**src/design/lpcp_pkg.sv**
```systemverilog
// Shared types and constants for the lidar point camera projector.
`default_nettype none
package lpcp_pkg;

  // Width of the intrinsic registers (focal length and principal point).
  localparam int INTR_BITS = 24;
  // Fraction bits of the intrinsics relative to whole pixels.
  localparam int INTR_FRAC = 8;
  // Width of the configuration register index.
  localparam int CFG_INDEX_BITS = 4;

  typedef enum logic [CFG_INDEX_BITS-1:0] {
    REG_FOCAL    = 4'd0,
    REG_CENTER_C = 4'd1,
    REG_CENTER_R = 4'd2,
    REG_LATERAL  = 4'd3,
    REG_DEPTH    = 4'd4,
    REG_VERTICAL = 4'd5,
    REG_WIDTH    = 4'd6,
    REG_HEIGHT   = 4'd7
  } lpcp_reg_t;

  // Control that travels beside the data through the division cells.
  typedef struct packed {
    logic valid;
    logic ok;
  } lpcp_ctl_t;

endpackage
`default_nettype wire

```
**src/design/lpcp_cell.sv**
```systemverilog
// One restoring division cell: settles one quotient bit for column and row.
`default_nettype none
module lpcp_cell
  import lpcp_pkg::*;
#(
  parameter int PB = 13,
  parameter int K  = 12,
  parameter int NW = 51,
  parameter int DW = 33
) (
  input  wire logic           clk,
  input  wire logic           rst,
  input  wire logic           en,
  input  wire lpcp_ctl_t      ctl_in,
  input  wire logic [NW-2:0]  rc_in,
  input  wire logic [NW-2:0]  rr_in,
  input  wire logic [DW-1:0]  dv_in,
  input  wire logic [PB-1:0]  qc_in,
  input  wire logic [PB-1:0]  qr_in,
  output lpcp_ctl_t           ctl_out,
  output logic [NW-2:0]       rc_out,
  output logic [NW-2:0]       rr_out,
  output logic [DW-1:0]       dv_out,
  output logic [PB-1:0]       qc_out,
  output logic [PB-1:0]       qr_out
);

  localparam int CW = NW + PB + DW;

  logic [CW-1:0] dk, rcw, rrw;
  logic          gc, gr;

  assign dk  = CW'(dv_in) << K;
  assign rcw = CW'(rc_in);
  assign rrw = CW'(rr_in);
  assign gc  = rcw >= dk;
  assign gr  = rrw >= dk;

  always_ff @(posedge clk) begin
    if (rst) begin
      ctl_out <= '0;
    end else if (en) begin
      ctl_out <= ctl_in;
    end
  end

  always_ff @(posedge clk) begin
    if (en) begin
      rc_out <= gc ? (NW-1)'(rcw - dk) : rc_in;
      rr_out <= gr ? (NW-1)'(rrw - dk) : rr_in;
      dv_out <= dv_in;
      qc_out <= qc_in | (PB'(gc) << K);
      qr_out <= qr_in | (PB'(gr) << K);
    end
  end

endmodule
`default_nettype wire

```
**config.mk**
```make
export PLATFORM = sky130hd
export DESIGN_NAME = lpcp_cell
export DESIGN_NICKNAME = d
export VERILOG_FILES = /design/src/design/lpcp_pkg.sv /design/src/design/lpcp_cell.sv
export SDC_FILE = /design/constraint.sdc
export NUM_CORES = 1
export LEC_CHECK = 0
export CAP_MARGIN = 20
export CORE_MARGIN = 5
export CORE_UTILIZATION = 50
export CTS_CLUSTER_SIZE = 28
export DETAILED_ROUTE_END_ITERATION = 7
export DONT_BUFFER_PORTS = 1
export GPL_TIMING_DRIVEN = 0
export PLACE_DENSITY_LB_ADDON = 0.1
export SLEW_MARGIN = 10
export SYNTH_ARGS = -nofsm -noshare
export SYNTH_HDL_FRONTEND = slang
export SYNTH_SLANG_ARGS = --single-unit
```
**constraint.sdc**
```tcl
create_clock -name clk -period 6.4 [get_ports clk]
set_input_delay 0.96 -clock clk [delete_from_list [all_inputs] [get_ports clk]]
set_output_delay 0.96 -clock clk [all_outputs]
set_load 0.02 [all_outputs]
```
==> metrics.md, run 1 <==
| Metric | Value |
|---|---|
| CP most frequent cell | buf_2 |
| Setup crit end | rc_out[38] |
| XOR/XNOR Fraction of Synth Area | 0.0523 |
| Met1 GRT Util | 0.323 |
| Vias in the first global route | 7144 |
| Max-slew violations | 0 |
| Syn nets | 1180 |
| Setup Crit Path Kind | in2reg |
| Post-synth top area share | 0.475 |
| CP Depth | 12 |
| Crit path max fanout | 10 |
| Delay-heaviest family, CP | compound AO/OA/AOI/OAI gates |
| CP required | 6550 ps |
| Placer Congestion | around 0.95 |
| Reg2reg start | ctl_out[0] |
| EDFF count, synth | approximately 160 |
| Post-synthesis cell type count | 81 |
| Hold Fails Final Rpt | 0 |
| Max stage delay cell, worst path | nor4_1 |
| Worst path max stage delay | ~560 ps |
| Post-synthesis adder-cell area fraction | 0.0862 |
| Layout area overhead | 8.79% |
| Period utilization | 0.620 |
| Clk_skew | 0 ps |
| Worst path arrival time | between 4000 and 5000 ps |
| Initial Util | 0.511 |
| Vias per cell | 6.03 |
| First-pass GRT wire length | 42500 um |
| GR Util met2 | 0.412 |
| Cells after Synth | 948 |
| Max_slew headroom | 0.242 |
| Top Usage Layer GRT | met2 |
| Total global-route track usage | 0.247 |
| Compound-cell area share of the yosys netlist | 0.181 |
| Initial antenna violation count | 0 |
| Final setup violation count | 0 |
| Pre-antenna DRT Iters | 5 |
| Reg-to-reg critical path endpoint | ctl_out[0] |
| Setup TNS | 0 ps |
| Die area | 0.0230 sq mm |
| Layout cells sized above 1 | 0.0990 |
| HPWL after DPL | about 24000 um |
| Power per cell area | 277 mW/mm^2 |
| Fin nets | 1199 |
| DIE WIDTH | 152 um |
| Detailed Route WL | 29400 um |
| Crit. End Element | flop |
| Clk_lat worst skew | around 420 ps |
| # Post-CTS Setup Buffers | 0 |
| Htree depth | 4 |
| Post-synth top flop | edfxtp_1 |
| ANT nets after route | 0 |
| Register Area | just under 0.005 sq mm |
| Worst VDD drop | approximately 170 uV |
| Hold buffers post-CTS | 0 |
| Synth warn | 0 |
| Sink Count | 161 |
| Cells along the critical path | inv_1 -> ha_1 -> buf_2 -> nand2_1 -> nor4_1 -> nand2_1 -> a21oi_1 -> o21ai_0 -> o211ai_1 -> buf_2 -> buf_2 -> a21oi_1 |
| Clk slew on worst S/H paths | around 70 ps |
| Cts repair resizes | 0 |
| Crit path launch type | input pin |
| Fmax | roughly 250 MHz |
| Flops & latches, synth | 161 |
| Row cnt | 51 |
| Largest family of logic cells by synthesized area | compound AO/OA/AOI/OAI gates |
| Syn avg cell area | between 10 and 15 sq um |
| RSZ-0062 raised after global routing | no |
| TritonCTS clock tree | yes |
| Avg WL per Cell | 23.6 um |
| CTS Buf Count | 17 |
| FF-to-FF path depth | 2 |
| # port buffers | 0 |
| ANT cells | 0 |
| Fill cells | 1785 |
| Async SR Flop Fraction | 0 |
| Post-synthesis mux area share | 0.0360 |
| Status | completed |
| DR vias | 7511 |
| Core area | around 0.020 sq mm |
| Ranking of synthesized cells by area | edfxtp_1 48%, ha_1 8.2%, a21oi_1 5.1%, xnor2_1 3.1%, nor2_1 2.8% |
| Drt initial violations | about 640 |
| Leakage Power | 4.17 nW |
| Die extent in y | between 150 and 200 um |
| Syn Std Cell Area | 0.0100 sq mm |
| Worst slack, placed | 1950 ps |
| Post-synth top cells | 159 x edfxtp_1, 102 x a21oi_1, 75 x nor2_1, 66 x ha_1, 57 x inv_1 |
| Num ports | 325 |
| Post-synthesis simple-gate area fraction | 0.128 |
| Grt ovf | 0 |
| Max cap viols | 0 |
| CTS Buffer Depth | 2 |
| Worst path buffer plus inverter count | 4 |
| Footprint of the multi-input gates | 0.00486 sq mm |
| Hold Path Class | in2reg |
| Worst setup path start | dv_in[18] |
| Power, Total | just over 3 mW |
| Seq/Total Area, Yosys | 0.479 |
| Largest net degree at the start of global routing | ~160 |
| Tmin final | 3970 ps |
| Clk root buf | clkbuf_16 |
| Reg2reg setup slack | 5700 ps |
| Measured slew at the worst slew-check pin | 1130 ps |
| DRC violations left | 0 |
| Post-route setup slack | 2430 ps |
| Most frequent cell after synthesis | edfxtp_1 |
| M3 GR Usage | 0.0702 |
| Area leader, netlist | edfxtp_1 |
[cells in the final DEF, fill, tap and decap left out, drive strengths merged, types with 14 or more instances in the layout]
cell,n
o21bai,14
edfxtp,159
buf,15
nand3,22
nand2,53
mux2,30
nor3,16
inv,65
nand4,17
a21oi,102
ha,66
xnor2,35
clkbuf,39
xor2,25
nor2,76
a21o,30
o21ai,48
[per-layer routing]
layer	up-vias	wire [um]
met5	-	0
met1	3571	12300
li1	3606	-
met2	307	14200
met4	0	388
met3	27	2550
[worst register-to-register path, stage by stage (launching register included)]
cell and delay [ps]:
dfxtp_1 460, mux2i_1 110, nor2_1 80
[where the power goes]
| part | switching [mW] | total (mW) | internal [mW] |
|---|---|---|---|
| clock | 0.454 | 0.964 | 0.510 |
| sequential | 0.212 | 1.54 | 1.32 |
| combinational | 0.300 | 0.527 | 0.226 |
| total | 0.966 | 3.03 | 2.06 |
[stage by stage]
step	instance area (sq um)	cells	util	hold WS (ps)
detailed placement	10400	1213	0.528	602
finish	10900	1245	0.556	597
floorplan	10000	948	-	579
global placement	10400	1213	0.528	598
global route	10900	1245	0.556	586
CTS	10900	1245	0.556	581
[cells by family (layout without fill, tap and decap cells)]
| logic type | after synthesis | after routing |
|---|---|---|
| AO/OA/AOI/OAI | 281 | 281 |
| adder cells (fa/ha/maj) | 68 | 68 |
| buffers and inverters | 94 | 126 |
| multiplexers | 32 | 32 |
| AND/OR/NAND/NOR | 252 | 252 |
| XOR/XNOR | 60 | 60 |
| flip-flops | 161 | 161 |
[cell type report]
class | instances | share of cell area
Clock inverter | 14 | 0.0112
Sequential cell | 161 | 0.441
Inverter | 58 | 0.0199
Buffer | 36 | 0.0144
Clock buffer | 18 | 0.0393
Tap cell | 265 | 0.0303
Multi-Input combinational cell | 693 | 0.444
[registers in the layout, indices dropped and copies added, names as in the netlist]
name	cells
qr_out	13
dv_out	33
rc_out	50
qc_out	13
rr_out	50
ctl_out	2
[worst min-delay path by stage]
| stage | from | end | slack, ps | cells past startpoint |
|---|---|---|---|---|
| after floorplan | ctl_out[0] | ctl_out[0] | 580 | 2 |
| after global placement | ctl_out[1] | ctl_out[1] | 600 | 2 |
| after detailed placement | ctl_out[1] | ctl_out[1] | 600 | 2 |
| after CTS | rst | ctl_out[0] | 580 | 1 |
| after global routing | rst | ctl_out[0] | 590 | 1 |
| final | rst | ctl_out[1] | 600 | 1 |
(Power assumes the default switching activity.)
==> run 2, diff against run 1 <==
==> constraint.sdc (replaced) <==
create_clock -name clk -period 3.74 [get_ports clk]
set_input_delay 0.561 -clock clk [delete_from_list [all_inputs] [get_ports clk]]
set_output_delay 0.561 -clock clk [all_outputs]
set_load 0.02 [all_outputs]
==> run 2 against run 1 <==
  * Sequential cell count stayed put
  * Highest routed layer unchanged
  * Sequential power grew 71%
  * Hold slack worse by 400 ps
  * Combinational power up 71%
  * Design area about the same
  * Clock skew is the same
  * Die area unchanged
  * Non-clock buffer count is 1 higher
  * Register-to-register slack worse by 2700 ps
  * Critical path depth is 1 lower
  * Largest cell class unchanged
  * Sequential share of layout area barely moved
==> metrics.md, run 2 (synthesized netlist as in run 1, its figures left out) <==
| Metric | Value |
|---|---|
| GR Util met2 | 0.412 (unchanged) |
| Die extent in y | 152 um (unchanged) |
| Max-slew violations | 0 (unchanged) |
| TritonCTS clock tree | yes |
| M3 GR Usage | 0.0702 (unchanged) |
| Hold buffers post-CTS | 0 (unchanged) |
| Setup TNS | 0 ps (unchanged) |
| Final setup violation count | 0 (unchanged) |
| Hold Path Class | in2reg |
| # port buffers | 0 (unchanged) |
| Leakage Power | 4.17 nW (about the same) |
| Vias per cell | 6.02 (-0.29%) |
| Met1 GRT Util | 0.323 (unchanged) |
| Htree depth | 4 (unchanged) |
| Layout cells sized above 1 | 0.0999 (+0.000918) |
| Vias in the first global route | 7144 (unchanged) |
| Biggest regs | rc_out (50), rr_out (50), dv_out (33) |
| RSZ-0062 raised after global routing | no |
| Tmin final | 3500 ps |
| Placer Congestion | 0.947 (unchanged) |
| HPWL after DPL | 23600 um (unchanged) |
| Period utilization | 0.936 |
| Sink Count | 161 (unchanged) |
| Clk root buf | clkbuf_16 |
| Most frequent cells in the layout | 159 x edfxtp_1, 102 x a21oi_1, 75 x nor2_1, 66 x ha_1, 57 x inv_1 |
| Detailed Route WL | 29500 um (+0.21%) |
| Fmax | approximately 290 MHz |
| Fill cells | 1783 (-0.11%) |
| Max_slew headroom | 0.188 (-0.0537) |
| Num ports | 325 (unchanged) |
| Die area | 0.0230 sq mm (unchanged) |
| Layout area overhead | 8.87% (about the same) |
| Clk slew on worst S/H paths | 70 ps (about the same) |
| Crit path max fanout | 10 (unchanged) |
| DR vias | 7495 (-0.21%) |
| Worst VDD drop | 286 uV (+71%) |
| Post-Route Utilization | 0.556 (about the same) |
| Initial antenna violation count | 0 (unchanged) |
| Setup Crit Path Kind | in2reg |
| Fin nets | 1200 (+0.083%) |
| Status | completed |
| Drt initial violations | 623 (-2.8%) |
| Crit path launch type | input pin |
| Largest net degree at the start of global routing | 162 (unchanged) |
| Clk_skew | 0 ps (unchanged) |
| Footprint of the multi-input gates | 0.00486 sq mm (unchanged) |
| CP required | 3910 ps (-2640 ps) |
| Most common cell after layout, fill and taps aside | edfxtp_1 |
| Max cap viols | 0 (unchanged) |
| ANT nets after route | 0 (unchanged) |
| DRC violations left | 0 (unchanged) |
| Initial Util | 0.511 (unchanged) |
| Avg WL per Cell | 23.7 um (+0.13%) |
| Pre-antenna DRT Iters | 6 (+1) |
| Core area | 0.0197 sq mm (unchanged) |
| Hold Fails Final Rpt | 0 (unchanged) |
| Register Area | 0.00481 sq mm (unchanged) |
| Measured slew at the worst slew-check pin | 1210 ps (+80.0 ps) |
| DIE WIDTH | 152 um (unchanged) |
| First-pass GRT wire length | 42500 um (unchanged) |
| CTS Buffer Depth | 2 (unchanged) |
| Grt ovf | 0 (unchanged) |
| Top Usage Layer GRT | met2 |
| CTS Buf Count | 17 (unchanged) |
| Worst path arrival time | 3660 ps (-460 ps) |
| Power per cell area | 474 mW/mm^2 (+71%) |
| ANT cells | 0 (unchanged) |
| Placed cell area | 0.0104 sq mm (unchanged) |
| Crit. End Element | flop |
| Post-route cell area | 0.0109 sq mm (about the same) |
| Clk_lat worst skew | 420 ps (about the same) |
| Row cnt | 51 (unchanged) |
| Total global-route track usage | 0.247 (unchanged) |
## run 2: timing repair
| item | CTS | global route |
|---|---|---|
| setup buffers | 0 | 1 |
| gates resized for setup | 0 | 0 |
| setup endpoints to repair | 0 | 20 |
## run 2: metal layers
metal,wire [um],up-vias
met5,0,-
met4,352,0
met3,2610,22
met2,14200,303
met1,12300,3571
li1,-,3599
## run 2: layout make-up
type	instances	area share
sequential	161	0.440
inverter	58	0.0199
clock buffer	18	0.0392
multi-input combinational	693	0.444
clock inverter	14	0.0112
buffer	36	0.0144
tap	265	0.0303
timing repair buffer	1	0.000686
## run 2: path summary, 6_finish.rpt
| check | startpoint | to | slack [ps] | cells past startpoint |
|---|---|---|---|---|
| hold reg to reg | ctl_out[1] | ctl_out[1] | 610 | 2 |
| setup / recovery | dv_in[2] | rr_out[34] | 240 | 11 |
| hold / removal | rst | ctl_out[1] | 200 | 1 |
| setup reg to reg | ctl_out[0] | ctl_out[0] | 3040 | 2 |
## run 2: power breakdown
group | switching, mW | internal (mW)
clock | 0.775 | 0.873
combinational | 0.514 | 0.388
sequential | 0.364 | 2.27
## run 2: worst max-delay path, stage by stage
cell,delay [ps]
inv_1,70
ha_1,360
nor2b_1,170
o31a_1,280
o221ai_1,360
a211oi_1,200
o21bai_2,230
a21oi_1,170
nor2_1,500
buf_2,380
mux2_2,380
## run 2: metrics by stage
stage	power (mW)	setup WS (ps)	hold slack (ps)	cells
after floorplan	3.32	528	579	948
after global placement	3.56	-277	598	1213
after detailed placement	3.56	-307	602	1213
after CTS	5.21	119	182	1245
after global routing	5.41	74.4	187	1246
final	5.18	241	196	1246
